===== src/hdl/cdf_pkg.sv =====
package cdf_pkg;

  // Reset value of the similarity threshold: 0.6 in signed Q1.15
  localparam logic signed [15:0] THRESH_RESET = 16'sd19661;

  // Commands carried with each element
  localparam logic CMD_PRELOAD = 1'b0;
  localparam logic CMD_CHECK   = 1'b1;

  typedef struct packed {
    logic               cmd;
    logic signed [15:0] element_value;
    logic               last_element;
  } in_t;

  typedef struct packed {
    logic       is_duplicate;
    logic       was_stored;
    logic       store_full;
    logic [7:0] entry_index;
    logic [8:0] entry_count;
  } out_t;

  typedef enum logic [2:0] {
    B_IDLE,
    B_DOT,
    B_CMP,
    B_MUL,
    B_NEXT,
    B_STORE,
    B_COPY,
    B_DONE
  } back_state_t;

endpackage


===== src/hdl/cdf_front.sv =====
module cdf_front #(
  parameter int L    = 128,
  parameter int PCW  = 8,
  parameter int DOTW = 39
) (
  input  logic                  clk,
  input  logic                  rst_n,
  input  logic                  in_valid,
  output logic                  in_ready,
  input  cdf_pkg::in_t          in_data,
  output logic                  job_push,
  output logic                  job_cmd,
  output logic [DOTW-1:0]       job_n1,
  output logic [PCW-1:0]        job_len,
  input  logic                  job_full,
  input  logic                  buf_release,
  input  logic [$clog2(L)-1:0]  rd_addr,
  output logic signed [15:0]    rd_data
);

  localparam int LW = $clog2(L);

  logic signed [15:0] buf_mem [L];
  logic [PCW-1:0]     pos_r;
  logic [DOTW-1:0]    n1_r;
  logic               busy_r;
  logic               accept;
  logic               room;
  logic signed [31:0] sq;
  logic [DOTW-1:0]    n1_nxt;
  logic [PCW-1:0]     pos_nxt;

  assign in_ready = !busy_r && !job_full;
  assign accept   = in_valid && in_ready;
  assign room     = (pos_r < PCW'(L));
  assign sq       = in_data.element_value * in_data.element_value;
  assign n1_nxt   = room ? n1_r + DOTW'($unsigned(sq)) : n1_r;
  assign pos_nxt  = room ? pos_r + 1'b1 : pos_r;

  assign job_push = accept && in_data.last_element;
  assign job_cmd  = in_data.cmd;
  assign job_n1   = n1_nxt;
  assign job_len  = pos_nxt;

  // Write incoming elements, drop those beyond the vector length
  always_ff @(posedge clk) begin
    if (accept && room) begin
      buf_mem[pos_r[LW-1:0]] <= in_data.element_value;
    end
  end

  // Registered read port for the back end
  always_ff @(posedge clk) begin
    rd_data <= buf_mem[rd_addr];
  end

  // Track position, running norm and buffer ownership
  always_ff @(posedge clk) begin
    if (!rst_n) begin
      pos_r  <= '0;
      n1_r   <= '0;
      busy_r <= 1'b0;
    end else begin
      if (buf_release) begin
        busy_r <= 1'b0;
      end
      if (accept) begin
        if (in_data.last_element) begin
          pos_r  <= '0;
          n1_r   <= '0;
          busy_r <= 1'b1;
        end else begin
          pos_r <= pos_nxt;
          n1_r  <= n1_nxt;
        end
      end
    end
  end

endmodule


===== config.mk =====
export PLATFORM = sky130hd
export DESIGN_NAME = cdf_front
export DESIGN_NICKNAME = d
export VERILOG_FILES = /design/src/hdl/cdf_pkg.sv /design/src/hdl/cdf_front.sv
export SDC_FILE = /design/constraint.sdc
export NUM_CORES = 2
export LEC_CHECK = 0
export CORE_ASPECT_RATIO = 1.5
export CORE_MARGIN = 1.5
export CORE_UTILIZATION = 34
export DETAILED_ROUTE_END_ITERATION = 8
export DONT_BUFFER_PORTS = 1
export SYNTH_ARGS = -nofsm -noshare
export SYNTH_HDL_FRONTEND = slang
export SYNTH_SLANG_ARGS = --single-unit

===== constraint.sdc =====
create_clock -name clk -period 24.8 [get_ports clk]
set_clock_uncertainty 0.15 [all_clocks]
set_input_delay 4.96 -clock clk [delete_from_list [all_inputs] [get_ports clk]]
set_output_delay 4.96 -clock clk [all_outputs]
set_load 0.01 [all_outputs]

## Yosys cells after proc, flatten, opt, wreduce, memory -nomap -nowiden

Memory sizes are Yosys's and may differ from the RTL's. A register that Yosys moved wholly into a read port is not among the register bits.
Cells that the tools add are included.
Widths: inputs -> output; s select.

| cells by class | value |
|---|---|
| add/subtract/negate cells | 2 |
| $mul | 1 |
| $lt $le $gt $ge | 1 |
| multiplexer cells | 9 |
| reduce and logical (&&, ||, !) cells | 6 |

Operators by type and width:

| cell | count |
|---|---|
| $mux 39 | 2 |
| $add 39x32->39 | 1 |
| $mul 16x16->32 | 1 |
| $mux 8 | 2 |
| $add 8x1->8 const B | 1 |
| $lt 8x8->1 const B | 1 |
| $mux 1 | 5 |
| $logic_and 1x1->1 | 4 |
| $logic_not 1->1 | 2 |

| storage, ports and cells | value |
|---|---|
| flip-flop bits (word level) | 48 |
| RAM bits | 2048 |
| bits of input ports | 30 |
| output and inout port bits | 66 |
| memories | 1 |

Memory list:

| name | words | width | read ports | clocked after memory_dff | wr ports | RTL line | text |
|---|---|---|---|---|---|---|---|
| buf_mem | 128 | 16 | 1 | 1 | 1 | cdf_front.sv:23 | `logic signed [15:0] buf_mem [L];` |

## Depth between registers and ports, before layout

| logic depth | value |
|---|---|
| depth after elaboration | 6 |
| mapped depth | 34 |
| gate-level depth less buffers | 32 |

## Worst setup path before layout

No wires, ideal clock.

| path | value |
|---|---|
| path type | input port to output port |
| start point | input in_data[6] (netlist name) |
| end point | output job_n1[33] |
| arrival | 12.446 ns |
| required time | 19.690 ns |
| path slack | 7.244 ns |
| stages | 29 |
| path through | clkbuf_1 -> clkbuf_1 -> nand2_1 -> fa_1 -> fa_1 -> fa_1 -> inv_1 -> fa_1 -> fa_1 -> inv_1 -> fa_1 -> inv_1 -> ha_1 -> nand2_1 -> o21ai_0 -> a41oi_1 -> a311oi_1 -> o21a_1 -> o21ai_0 -> a2111o_1 -> o211ai_1 -> ha_1 -> a21oi_1 -> o21ai_0 -> a21oi_1 -> nand3_1 -> a211oi_1 -> nor2_1 -> xor2_1 |

| between the ends | value |
|---|---|
| word-level cells in the longest chain between the ends | 3 |

RTL lines:

| what | RTL line | text |
|---|---|---|
| from (decl) | cdf_front.sv:10 | `input cdf_pkg::in_t in_data,` |
| $mul 16x16->32 | cdf_front.sv:36 | `assign sq = in_data.element_value * in_data.element_value;` |
| $add 39x32->39 | cdf_front.sv:37 | `assign n1_nxt = room ? n1_r + DOTW'($unsigned(sq)) : n1_r;` |
| $mux 39 | cdf_front.sv:37 |  |
| to (decl) | cdf_front.sv:13 | `output logic [DOTW-1:0] job_n1,` |

No other way between the ends.

## Final worst setup path

| path | value |
|---|---|
| start point | input in_data[16] (netlist name) |
| end point | output job_n1[37] |

Same word-level chain as after synthesis.

==> flow_metrics.env <==
export IMPL_cts_tree="built"
export IMPL_num_rows=233
export IMPL_end_kind="output pin"
export IMPL_tns_ns=0
export IMPL_numCtsBuffers=202
export IMPL_portBuffers=0
export IMPL_synthDistinctLibCells=65
export IMPL_wl_mm=220.0
export IMPL_wl_per_cell_um=26.00
export IMPL_swShare_pct=38.11
export IMPL_tightest_slew_ns=1.165
export IMPL_synth_nets=5001
export IMPL_ys_top_cells_by_area="edfxtp_1, mux4_2, fa_1"
export IMPL_synth_top_family_by_area="multiplexers"
export IMPL_top_layer="met4"
export IMPL_timing_final_crit_share_pct=76.85
export IMPL_yosysTopAreaCell="edfxtp_1"
export IMPL_synthAdderAreaFrac_pct=6.844
export IMPL_drtIter0Drc=3072
export IMPL_drv_slew=0
export IMPL_relSlewSlack_pct=22.36
export IMPL_viasPerCell=5.139
export IMPL_fin_nets=5145
export IMPL_gp_congestion=0.8271
export IMPL_start_util_pct=34.13
export IMPL_route_met2_wl_mm=123.3
export IMPL_p_clk_share_pct=24.9
export IMPL_route_detailed_drc=0
export IMPL_syn_area_per_cell_um2=19.82
export IMPL_grt_pass1_wl_mm=323.3
export IMPL_die_area_um2=272100
export IMPL_met3RoutedLength_mm=10.21
export IMPL_seq_area_um2=62780
export IMPL_p_seq_share_pct=31.5
export IMPL_core_um2=267900
export IMPL_synth_edf_count=2048
export IMPL_ant_nets=0
export IMPL_crit_path_start_kind="input pin"
export IMPL_cts_sinks=2112
export IMPL_outcome="completed"
export IMPL_synth_top_area_share_pct=67.25
export IMPL_p_leak_nw=33.55
export IMPL_synthToLayoutAreaGrowth_pct=12.46
export IMPL_internal_power_mw=7.739
export IMPL_comb_power_share_pct=43.6
export IMPL_cap_viol_max_count=0
export IMPL_post_cts_setup_buffers=0
export IMPL_die_w_um=426.4
export IMPL_fin_total_pwr_mw=12.50
export IMPL_rsz0062_at_grt="no"
export IMPL_multi_input_area_um2=26450
export IMPL_dp_hpwl_mm=136.3
export IMPL_arrival_ns=13.95
export IMPL_holdCritPathClass="flip-flop to flip-flop"
export IMPL_wl_met1_mm=77.27
export IMPL_synth_warnings=0
export IMPL_crit_fanout=147
export IMPL_first_pass_iters=7
export IMPL_powerDensity_nw_per_um2=121.6
export IMPL_vdd_drop_max_uv=276.1
export IMPL_hold_viol_final=0
export IMPL_drive_gt1_share_pct=23.53
export IMPL_post_cts_resized=0
export IMPL_syn_instance_count=4613
export IMPL_overflow=0
export IMPL_path_class="input pin to output pin"
export IMPL_root_buffer="clkbuf_16"
export IMPL_syn_area_um2=91450
export IMPL_setup_viol=0
export IMPL_grt_max_degree=513
export IMPL_clkLatencyLatePin_ns=0.84
export IMPL_async_flop_share_pct=0
export IMPL_clkSlewWorstSetupHoldPaths_ns=0.06
export IMPL_vias=43493
export IMPL_antenna_found_initial=9
export IMPL_clock_fmax_mhz=52.47
export IMPL_cts_hold_buf=0
export IMPL_synth_compound_area_share_pct=1.872
export IMPL_ys_seq_area_share_pct=68.65
export IMPL_track_usage_pct=16.23
export IMPL_n_fill_cell=23862
export IMPL_period_needed_ns=19.06
export IMPL_htreeDepth=4
export IMPL_yosys_most_used_dff="edfxtp_1"
export IMPL_synthMuxAreaShare_pct=16.82
export IMPL_ios=96
export IMPL_synth_xor_area_share_pct=0.7183
export IMPL_fp_dieH_um=638.2
export IMPL_synth_most_common_cell="edfxtp_1"
export IMPL_yosys_top_cells_count="edfxtp_1, mux4_2, inv_1"
export IMPL_final_util_pct=38.38
export IMPL_switchingPower_mw=4.765
export IMPL_grt_pass1_vias=46817
export IMPL_ys_ff_latch=2112
export IMPL_required_ns=19.69
export IMPL_cts_path_max_buffers=4
export IMPL_synth_simple_area_share_pct=2.672
==> worst max-delay path, cell delays in order <==
cell and delay (ns):
inv_1 0.63, nor2_1 0.18, fa_1 0.65, inv_1 0.16, fa_1 0.68, inv_1 0.20
fa_1 0.50, fa_1 0.57, fa_1 0.44, fa_1 0.46, ha_1 0.39, a21o_1 0.20
a21o_1 0.21, a221oi_1 0.43, o21ai_0 0.23, nor2_1 0.15, xnor2_1 0.12, ha_1 0.37
and3_1 0.20, or3b_2 0.46, nor4_1 0.25, nand3_1 0.11, nand3_1 0.20, a211oi_1 0.10
buf_4 0.17, nor2_1 0.14, xor2_1 0.51
==> path summary, 6_finish.rpt <==
| check | startpoint | to | slack, ns | cells after the start |
|---|---|---|---|---|
| worst max-delay path | in_data[16] | job_n1[37] | 5.74 | 27 |
| worst min-delay path | n1_r[0] | n1_r[0] | 0.34 | 2 |
| worst max register to register | busy_r | buf_mem[30][13] | 21.42 | 8 |
| worst min register to register | n1_r[0] | n1_r[0] | 0.34 | 2 |
==> state kept, by name, indices dropped and copies added (netlist names) <==
name     cells
busy_r       1
n1_r        39
buf_mem   2048
rd_data     16
pos_r        8
==> layout make-up <==
class / instances / area share, %
Clock buffer: 233 / 5.078
Multi-Input combinational cell: 1942 / 25.72
Tap cell: 3525 / 4.289
Antenna cell: 17 / 0.04137
Sequential cell: 2112 / 61.05
Timing Repair Buffer: 156 / 1.241
Inverter: 343 / 1.252
Clock inverter: 135 / 1.327
==> metal layers <==
layer  vias up  GRT usage [%]
li1      18595              -
met5         -              0
met2      1071          30.77
met3       363          2.432
met1     23464          17.84
met4         0          6.570
==> through the flow <==
stage,hold WS (ns),instance area [µm²],setup WS [ns],std cells
final,0.3371,102800,5.741,8463
after global routing,0.3556,102800,5.330,8458
after CTS,0.3333,102700,5.836,8443
after detailed placement,0.3123,96120,5.884,8075
after global placement,0.3057,96120,6.005,8075
after floorplan,0.2952,91450,7.244,4613
==> cell usage in the layout (no fill, tap or decap), types with 25 or more instances in the layout <==
cell type  instances
fa_1             237
inv_1            341
clkbuf_16        203
dfxtp_1           63
clkinv_2          36
clkinv_1          44
nand3_1           33
buf_4            150
bufinv_16         25
clkbuf_1          27
nand2_1          175
o21ai_0           58
a21oi_1           57
mux4_2           672
xnor2_1           57
ha_1             121
and2_1            42
nor2_1           229
edfxtp_1        2048
==> logic make-up after synthesis <==
family | count (synthesis)
multiplexers | 694
adder cells (fa/ha/maj) | 358
flip-flops | 2112
AO/OA/AOI/OAI | 260
buffers and inverters | 559
XOR/XNOR | 75
AND/OR/NAND/NOR | 555
==> power by group through the flow <==
stage | registers [mW] | logic, mW | clock network, mW
after floorplan | 4.01 | 4.08 | 0
after global placement | 4.02 | 5.37 | 0
after detailed placement | 4.02 | 5.40 | 0
after CTS | 3.94 | 5.45 | 3.18
after global routing | 3.94 | 6.07 | 3.29
final | 3.94 | 5.45 | 3.11
Note: power is estimated with default switching activity, not from simulation.
