File: config.mk
export PLATFORM = sky130hd
export DESIGN_NAME = cdf_queue
export DESIGN_NICKNAME = d
export VERILOG_FILES = /design/src/hdl/cdf_queue.sv
export SDC_FILE = /design/constraint.sdc
export NUM_CORES = 1
export LEC_CHECK = 0
export BUFFER_PORTS_ARGS = -buffer_cell sky130_fd_sc_hd__buf_4
export CAP_MARGIN = 20
export CORE_MARGIN = 2
export CORE_UTILIZATION = 52
export DETAILED_ROUTE_END_ITERATION = 10
export HOLD_SLACK_MARGIN = 0.02
export PLACE_DENSITY_LB_ADDON = 0.08
export SLEW_MARGIN = 20
export SYNTH_ARGS = -nofsm -noshare
export SYNTH_HDL_FRONTEND = slang
export SYNTH_SLANG_ARGS = --single-unit
File: constraint.sdc
create_clock -name clk -period 4.5 [get_ports clk]
set_input_delay 0.9 -clock clk [delete_from_list [all_inputs] [get_ports clk]]
set_output_delay 0.9 -clock clk [all_outputs]
set_load 0.01 [all_outputs]
File: src/hdl/cdf_queue.sv
module cdf_queue #(
  parameter int W = 8
) (
  input  logic         clk,
  input  logic         rst_n,
  input  logic         push,
  input  logic [W-1:0] push_data,
  output logic         full,
  input  logic         pop,
  output logic         not_empty,
  output logic [W-1:0] pop_data
);

  logic [W-1:0] slot_r [2];
  logic         wp_r;
  logic         rp_r;
  logic [1:0]   cnt_r;

  assign full      = (cnt_r == 2'd2);
  assign not_empty = (cnt_r != 2'd0);
  assign pop_data  = slot_r[rp_r];

  // Store pushed descriptors
  always_ff @(posedge clk) begin
    if (push && !full) begin
      slot_r[wp_r] <= push_data;
    end
  end

  // Advance pointers and fill level
  always_ff @(posedge clk) begin
    if (!rst_n) begin
      wp_r  <= 1'b0;
      rp_r  <= 1'b0;
      cnt_r <= 2'd0;
    end else begin
      if (push && !full) begin
        wp_r <= ~wp_r;
      end
      if (pop && not_empty) begin
        rp_r <= ~rp_r;
      end
      cnt_r <= cnt_r + {1'b0, push && !full} - {1'b0, pop && not_empty};
    end
  end

endmodule

* After elaboration in Yosys (flattened, before gate mapping)
Memory sizes are Yosys's and may differ from the RTL's. A register that Yosys moved wholly into a read port is not among the register bits. Index checks and enable logic that the tools add are counted. W data, S select, Z words.
Storage, ports and cells: output and inout port bits 10, register bits after elaboration 4, word-level logic and storage cells 17, bits of input ports 12, memory bits (writable) 16, bits in latches 0, memories kept 1, bits in read-only memories 0
Memories:
- slot_r | words 2, bits a word 8, read ports 1, clocked after Yosys merged registers in 1, write ports 1, RTL line 14 | logic [W-1:0] slot_r [2];
Cells by class: divide/modulo/power cells 0, bitwise logic cells 2, add/subtract/negate cells 2, shift-type cells 0, mux-type cells 4, reduce and logical (&&, ||, !) cells 4, order comparisons 0, equality and inequality tests 1, $mul 0
Operators by type and width (number):
- $mux W1 | 4
- $add A2 B1 Y2 | 1
- $eq A2 B2 Y1 const B | 1
- $logic_and A1 B1 Y1 | 2
- $not A1 Y1 | 2
- $reduce_bool A2 Y1 | 1
- $sub A2 B1 Y2 | 1
- $logic_not A1 Y1 | 1

* Logic depth before layout (Yosys ltp)
Gate-level depths: netlist (run 1).
depth after elaboration 5, depth in mapped cells 8, depth with buffers taken out 8

* Worst setup path before layout (run 1)
OpenSTA, ideal clock, no wires.
path type in2reg, start point input pop, end point register cnt_r[1], stages on the path 7, library setup time 115 ps, arrival time 1811 ps, path slack 2574 ps, path buffers 0, data required time 4385 ps, cells stage by stage o21a_2 -> ha_1 -> inv_1 -> ha_1 -> xor2_1 -> xnor2_1 -> nor2_1
On the way: word-level cells in the longest chain between the ends 2
RTL lines:
- start: declaration | RTL line 9 | input logic pop,
- $logic_and A1 B1 Y1 | RTL line 43 | cnt_r <= cnt_r + {1'b0, push && !full} - {1'b0, pop && not_empty};
- $sub A2 B1 Y2 | RTL line 43
- end signal: assignment | RTL line 43
- end: declaration | RTL line 17 | logic [1:0] cnt_r;
Every way passes these cells. A chain may end at the register's enable or synchronous reset.

==> results of run 1 <==
## flip-flops by register name (all words and copies together) (netlist names), named ones only
| name | flops |
|---|---|
| cnt_r | 2 |
| rp_r | 1 |
| slot_r | 16 |
| wp_r | 1 |
## power breakdown
part / switching, W / leakage [nW] / internal, W
sequential: 0.0000228 / 0.191 / 0.000247
combinational: 0.0000727 / 0.219 / 0.0000960
clock: 0.0000542 / 0.0177 / 0.0000331
total: 0.000150 / 0.427 / 0.000376
## logic make-up after synthesis
logic type	share of synthesized area
AOI/OAI and AO/OA	0.0108
xor gates and xnor gates	0.0324
adders and majority gates	0.0309
buffers and inverters	0.0201
DFF	0.716
muxes	0.123
and+or+nand+nor	0.0664
## area by class of cell
cell class	count	area, µm²	area share
Clock buffer	3	22.5	0.0223
Multi-Input combinational cell	26	214	0.212
Inverter	3	11.3	0.0111
Sequential cell	21	581	0.574
Clock inverter	1	5.00	0.00495
Timing Repair Buffer	21	158	0.156
Tap cell	16	20.0	0.0198
## per-stage QoR
step / std cells / hold slack [ps] / power (W) / setup WS [ps]
floorplan: 51 / 455 / 0.000375 / 2570
global placement: 87 / 472 / 0.000441 / 2430
detailed placement: 87 / 497 / 0.000446 / 2390
CTS: 91 / 516 / 0.000532 / 2190
global route: 91 / 549 / 0.000559 / 2150
finish: 91 / 506 / 0.000526 / 2230
## critical path: stages, from the launching register on
cell,delay (ps)
dfxtp_1,540
mux2_2,380
buf_4,140
## cell usage after synthesis
master | number | share of area
o21a_2 | 1 | 0.011
ha_1 | 2 | 0.031
nor2_1 | 4 | 0.019
nand2_1 | 2 | 0.0093
nand2b_1 | 2 | 0.015
mux2i_1 | 1 | 0.012
dfxtp_1 | 5 | 0.12
inv_1 | 3 | 0.014
and2_1 | 1 | 0.0077
edfxtp_1 | 16 | 0.59
and3_1 | 1 | 0.0077
xor2_1 | 1 | 0.011
mux2_2 | 8 | 0.11
buf_2 | 1 | 0.0062
xnor2_1 | 2 | 0.022
or2_2 | 1 | 0.0077
## worst min-delay path by stage
stage | start | endpoint | cells past startpoint
after floorplan | wp_r | wp_r | 2
after CTS | wp_r | wp_r | 2
final | wp_r | wp_r | 2
after global routing | wp_r | wp_r | 2
after detailed placement | wp_r | wp_r | 2
after global placement | wp_r | wp_r | 2
## routing by layer
layer  vias to the layer above  track usage
met4                         0       0.0727
met3                         2       0.0500
met1                       205        0.179
met2                        12        0.245
met5                         -            0
li1                        228            -
==> results by group, run 1 <==
Job
  – Max capacitance violation total: 0

Critical path
  – Worst R2R Setup Slack: 2860 ps
  – Reg2reg path depth: 8
  – Crit Path Category: reg -> out
  – Crit path required time: around 3600 ps
  – Critical path startpoint category: flop
  – Critical path endpoint: pop_data[6]
  – Crit path max fanout: 8
  – Terminus of the critical flop-to-flop path: cnt_r[1]
  – Crit path capture type: primary output
  – Worst Path Arrival: 1370 ps
  – Worst flop-to-flop path startpoint: cnt_r[0]

Clock tree
  – CTS Buffer Depth: 2
  – Hold bufs inserted after CTS: 0
  – CTS tree: done
  – Resized cells post-CTS: 0
  – Clock latency at the later pin of the worst-skew pair: approximately 300 ps
  – Clk sinks: 21
  – Clock transition at path regs: around 120 ps
  – H-tree lvl count: 1
  – CTS root buf: clkbuf_4
  – Clock buffer count from CTS: 3
  – Post-CTS Setup Bufs: 0

Floorplanning
  – Core footprint: around 0.0015 mm²
  – Die height: about 43 µm
  – Die W: 43.5 µm
  – Initial Util: 0.545
  – Die area: about 0.0019 mm²
  – # rows: 14
  – Ports: 22

Synth
  – Post-Syn Area: between 800 and 900 µm²
  – Seq/Total Area, Yosys: 0.716
  – Synth Warn #: 0
  – Synth unique cells: 16
  – #FFs+latches synth: 21
  – Mean Syn Cell Area: around 16 µm²
  – Post-Synthesis Net Count: 65
  – Post-synthesis cell count: 51

Final layout
  – Area growth syn-to-layout: 24.7%
  – Fillers: ~110
  – Most frequent cells in the layout: buf_4, edfxtp_1, mux2_2, dfxtp_1, nor2_1
  – # diodes: 0
  – Final instance area: approximately 0.0010 mm²
  – Layout cells sized above 1: 0.467
  – Number of nets in the layout: 90
  – Final design utilization: 0.679
  – Commonest non-fill, non-tap cell in the layout: buf_4

Routing
  – M1 wire length: 503 µm
  – Pre-Repair DR Iteration Count: 3
  – Drt wl/cell: ~13 µm
  – Vias: ~450
  – WL final: between 1 and 1.5 mm
  – DR top layer: met4
  – Met2 wire length: between 600 and 700 µm
  – Vias per Instance: around 4.9
  – Antenna-violating nets left: 0
  – DRC Markers: 0
  – Drt first-iter violations: 6
  – Met3 routed WL: roughly 54 µm

Timing
  – Slew at the pin closest to its max-slew limit: roughly 700 ps
  – Tmin final: ~2300 ps
  – Fmax: around 0.44 GHz
  – Setup TNS: 0 ps
  – Unrepaired setup endpoints after global routing: false
  – Max-slew violations: 0
  – Final Hold Fails: 0
  – Period utilisation layout: 0.505
  – Worst slew margin: 0.532
  – Layout Skew: around 9.6 ps
  – Setup violators final: 0

Run status
  – Status: completed

Power
  – Peak supply drop: ~0.27 mV
  – PD cells: ~520 mW/mm²
  – Pleak: between 0.4 and 0.5 nW

GRT
  – Largest net degree at the start of global routing: 13
  – All-Layer GR Usage: 0.150
  – GRT Residual Overflow: 0
  – Vias in the first global route: 457
  – Initial antenna violation count: 0
  – First-pass GRT wire length: roughly 2 mm

Place
  – Port bufs: 21
  – Placement Cell Area: 983 µm²
  – Post-DP HPWL: 900 µm
  – GP Congestion: about 0.77

Worst hold path
  – Worst Hold Class: reg -> reg
Power figures use the tool's default switching activity.
==> run 2, diff against run 1 <==
ABC_AREA = 1   (was default)
CORE_UTILIZATION = 45   (was 52)
clock period = 2.04 ns   (was 4.5 ns; I/O delays follow)
==> results by group, run 2 <==
Run status
  – Status: completed (unchanged)

GRT
  – All-Layer GR Usage: 0.130 (was 0.150)
  – First-pass GRT wire length: 1.97 mm (was 2.01 mm)
  – Largest net degree at the start of global routing: 13 (unchanged)
  – GRT Residual Overflow: 0 (unchanged)
  – Vias in the first global route: 475 (was 457)
  – Initial antenna violation count: 0 (unchanged)

Place
  – Port bufs: 21 (unchanged)
  – GP Congestion: 0.710 (was 0.769)
  – Post-DP HPWL: 948 µm (was 900 µm)

Final layout
  – Final design utilization: 0.607 (was 0.679)
  – Layout cells sized above 1: 0.402 (was 0.467)
  – Fillers: 156 (was 114)
  – Sequential cell area: 581 µm² (unchanged)
  – Largest Register: slot_r (unchanged)
  – Area growth syn-to-layout: 24.8% (was 24.7%)
  – Largest regs: slot_r: 16 flops, cnt_r: 2 flops (unchanged)
  – # diodes: 0 (unchanged)
  – Max FFs per register: 16 (unchanged)
  – Area occupied by multi-input gates: 236 µm² (was 214 µm²)
  – Most frequent cells in the layout: buf_4, edfxtp_1, nand2_1, inv_1, mux2_4 (was buf_4, edfxtp_1, mux2_2, dfxtp_1, nor2_1)
  – Commonest non-fill, non-tap cell in the layout: buf_4 (unchanged)
  – Number of nets in the layout: 102 (was 90)

Timing
  – Final Hold Fails: 0 (unchanged)
  – Period utilisation layout: 0.908
  – Worst slew margin: 0.657 (was 0.532)
  – Layout Skew: 5.83 ps (was 9.59 ps)
  – Tmin final: 1850 ps
  – Unrepaired setup endpoints after global routing: false (unchanged)
  – Setup TNS: 0 ps (unchanged)
  – Setup violators final: 0 (unchanged)
  – Fmax: 0.540 GHz
  – Max-slew violations: 0 (unchanged)
  – Slew at the pin closest to its max-slew limit: 514 ps (was 699 ps)

Critical path
  – Terminus of the critical flop-to-flop path: cnt_r[1] (unchanged)
  – Worst Path Arrival: 1440 ps (was 1370 ps)
  – Crit path capture type: primary output (unchanged)
  – Worst R2R Setup Slack: 480 ps (was 2860 ps)
  – Worst flop-to-flop path startpoint: cnt_r[0] (unchanged)
  – Reg2reg path depth: 10 (was 8)
  – Crit path max fanout: 8 (unchanged)
  – Crit Path Category: reg -> out (unchanged)
  – Critical path startpoint category: flop (unchanged)
  – Critical path endpoint: pop_data[3] (was pop_data[6])
  – Crit path required time: 1630 ps (was 3600 ps)

Synth
  – Mean Syn Cell Area: 13.8 µm² (was 15.9 µm²)
  – XOR/XNOR Fraction of Synth Area: 0 (was 0.0324)
  – Seq/Total Area, Yosys: 0.676 (was 0.716)
  – Synth top cells by count: edfxtp_1, nand2_1, inv_1, mux2_4, nor2_1 (was edfxtp_1, mux2_2, dfxtp_1, nor2_1, inv_1)
  – Top cell type's share of synthesized area: 0.560 (was 0.593)
  – Synth unique cells: 11 (was 16)
  – Post-Synthesis Net Count: 76 (was 65)
  – Ys flop type: edfxtp_1 (unchanged)
  – Fraction of synthesized area in multiplexers: 0.140 (was 0.123)
  – Post-synthesis cell count: 62 (was 51)
  – Post-synth EDFFs: 16 (unchanged)
  – Post-Syn Area: 858 µm² (was 811 µm²)
  – Synth area leaders: edfxtp_1, mux2_4, dfxtp_1, nand2_1, inv_1 (was edfxtp_1, dfxtp_1, mux2_2, ha_1, xnor2_1)
  – Synth Warn #: 0 (unchanged)
  – #FFs+latches synth: 21 (unchanged)
  – Cell with the most instances after synthesis: edfxtp_1 (unchanged)
  – Largest family of logic cells by synthesized area: multiplexers (unchanged)
  – Yosys top cell by area: edfxtp_1 (unchanged)
  – Async SR Flop Fraction: 0 (unchanged)
  – Synth Area in Simple Gates: 0.0948 (was 0.0664)
  – Compound-gate portion of the synthesized area: 0.0117 (was 0.0108)
  – Synth Area in Adders: 0.0292 (was 0.0309)

Job
  – Max capacitance violation total: 0 (unchanged)

Clock tree
  – Clock transition at path regs: 110 ps (was 120 ps)
  – CTS root buf: clkbuf_4 (unchanged)
  – Clk sinks: 21 (unchanged)
  – H-tree lvl count: 1 (unchanged)
  – Resized cells post-CTS: 0 (unchanged)
  – Clock buffer count from CTS: 3 (unchanged)
  – Post-CTS Setup Bufs: 0 (unchanged)
  – Clock latency at the later pin of the worst-skew pair: 290 ps (was 300 ps)
  – CTS Buffer Depth: 2 (unchanged)
  – CTS tree: done (unchanged)
  – Hold bufs inserted after CTS: 0 (unchanged)

Floorplanning
  – Die height: 47.7 µm (was 43.5 µm)
  – Die area: 0.00227 mm² (was 0.00189 mm²)
  – Die W: 47.7 µm (was 43.5 µm)
  – Initial Util: 0.487 (was 0.545)
  – # rows: 15 (was 14)
  – Core footprint: 0.00176 mm² (was 0.00149 mm²)
  – Ports: 22 (unchanged)

Routing
  – Drt first-iter violations: 2 (was 6)
  – Vias: 518 (was 447)
  – Pre-Repair DR Iteration Count: 2 (was 3)
  – Antenna-violating nets left: 0 (unchanged)
  – Vias per Instance: 4.63 (was 4.91)
  – DRC Markers: 0 (unchanged)
  – WL final: 1.27 mm (was 1.21 mm)
  – Drt wl/cell: 11.4 µm (was 13.3 µm)

Power
  – Overall Power: 0.00122 W (was 0.000526 W)
  – Peak supply drop: 0.580 mV (was 0.272 mV)
  – Pleak: 0.482 nW (was 0.427 nW)
  – PD cells: 1140 mW/mm² (was 520 mW/mm²)

Worst hold path
  – Worst Hold Class: in -> reg (was reg -> reg)
==> run 2: kinds of logic after synthesis <==
group	Yosys count
compound gates	2
fa+ha+maj	2
buf+inv	9
flops	21
mux	8
simple gates	20
==> run 2: power by group <==
part / internal [W] / switching, W
sequential: 0.000548 / 0.0000580
clock: 0.0000727 / 0.000114
combinational: 0.000235 / 0.000196
==> run 2: final cells by class <==
type,instances,area share
sequential,21,0.542
clock buffer,3,0.0210
multi-input combinational,32,0.221
timing repair buffer,22,0.154
tap,25,0.0292
clock inverter,1,0.00467
inverter,8,0.0280
==> run 2: through the flow <==
stage | std cells | hold WS [ps] | cell area [µm²] | setup slack (ps)
2_1_floorplan | 62 | 467 | 858 | 652
3_3_place_gp | 108 | 488 | 1040 | 500
5_1_grt | 112 | 274 | 1070 | 107
3_5_place_dp | 108 | 510 | 1040 | 489
4_1_cts | 112 | 287 | 1070 | 154
6_report | 112 | 295 | 1070 | 189
==> run 2: worst min path at each step <==
stage | cells past startpoint | slack (ps) | to | startpoint
2_1_floorplan | 2 | 470 | flop | rp_r
3_3_place_gp | 2 | 490 | rp_r | rp_r
3_5_place_dp | 2 | 510 | wp_r | wp_r
4_1_cts | 1 | 290 | slot_r[1][4] | push_data[4]
5_1_grt | 1 | 270 | slot_r[1][4] | push_data[4]
6_report | 1 | 290 | slot_r[1][2] | push_data[2]
==> run 2: worst max-delay path, stage by stage, from the launching register on <==
cell	delay [ps]
dfxtp_1	660
mux2_4	350
buf_4	140
==> run 2: metal layers <==
layer / vias to the layer above / GRT usage / wire, µm
li1: 260 / - / -
met3: 2 / 0.0302 / 86
met5: - / 0 / 0
met2: 14 / 0.214 / 633
met4: 0 / 0.0649 / 9
met1: 242 / 0.162 / 545
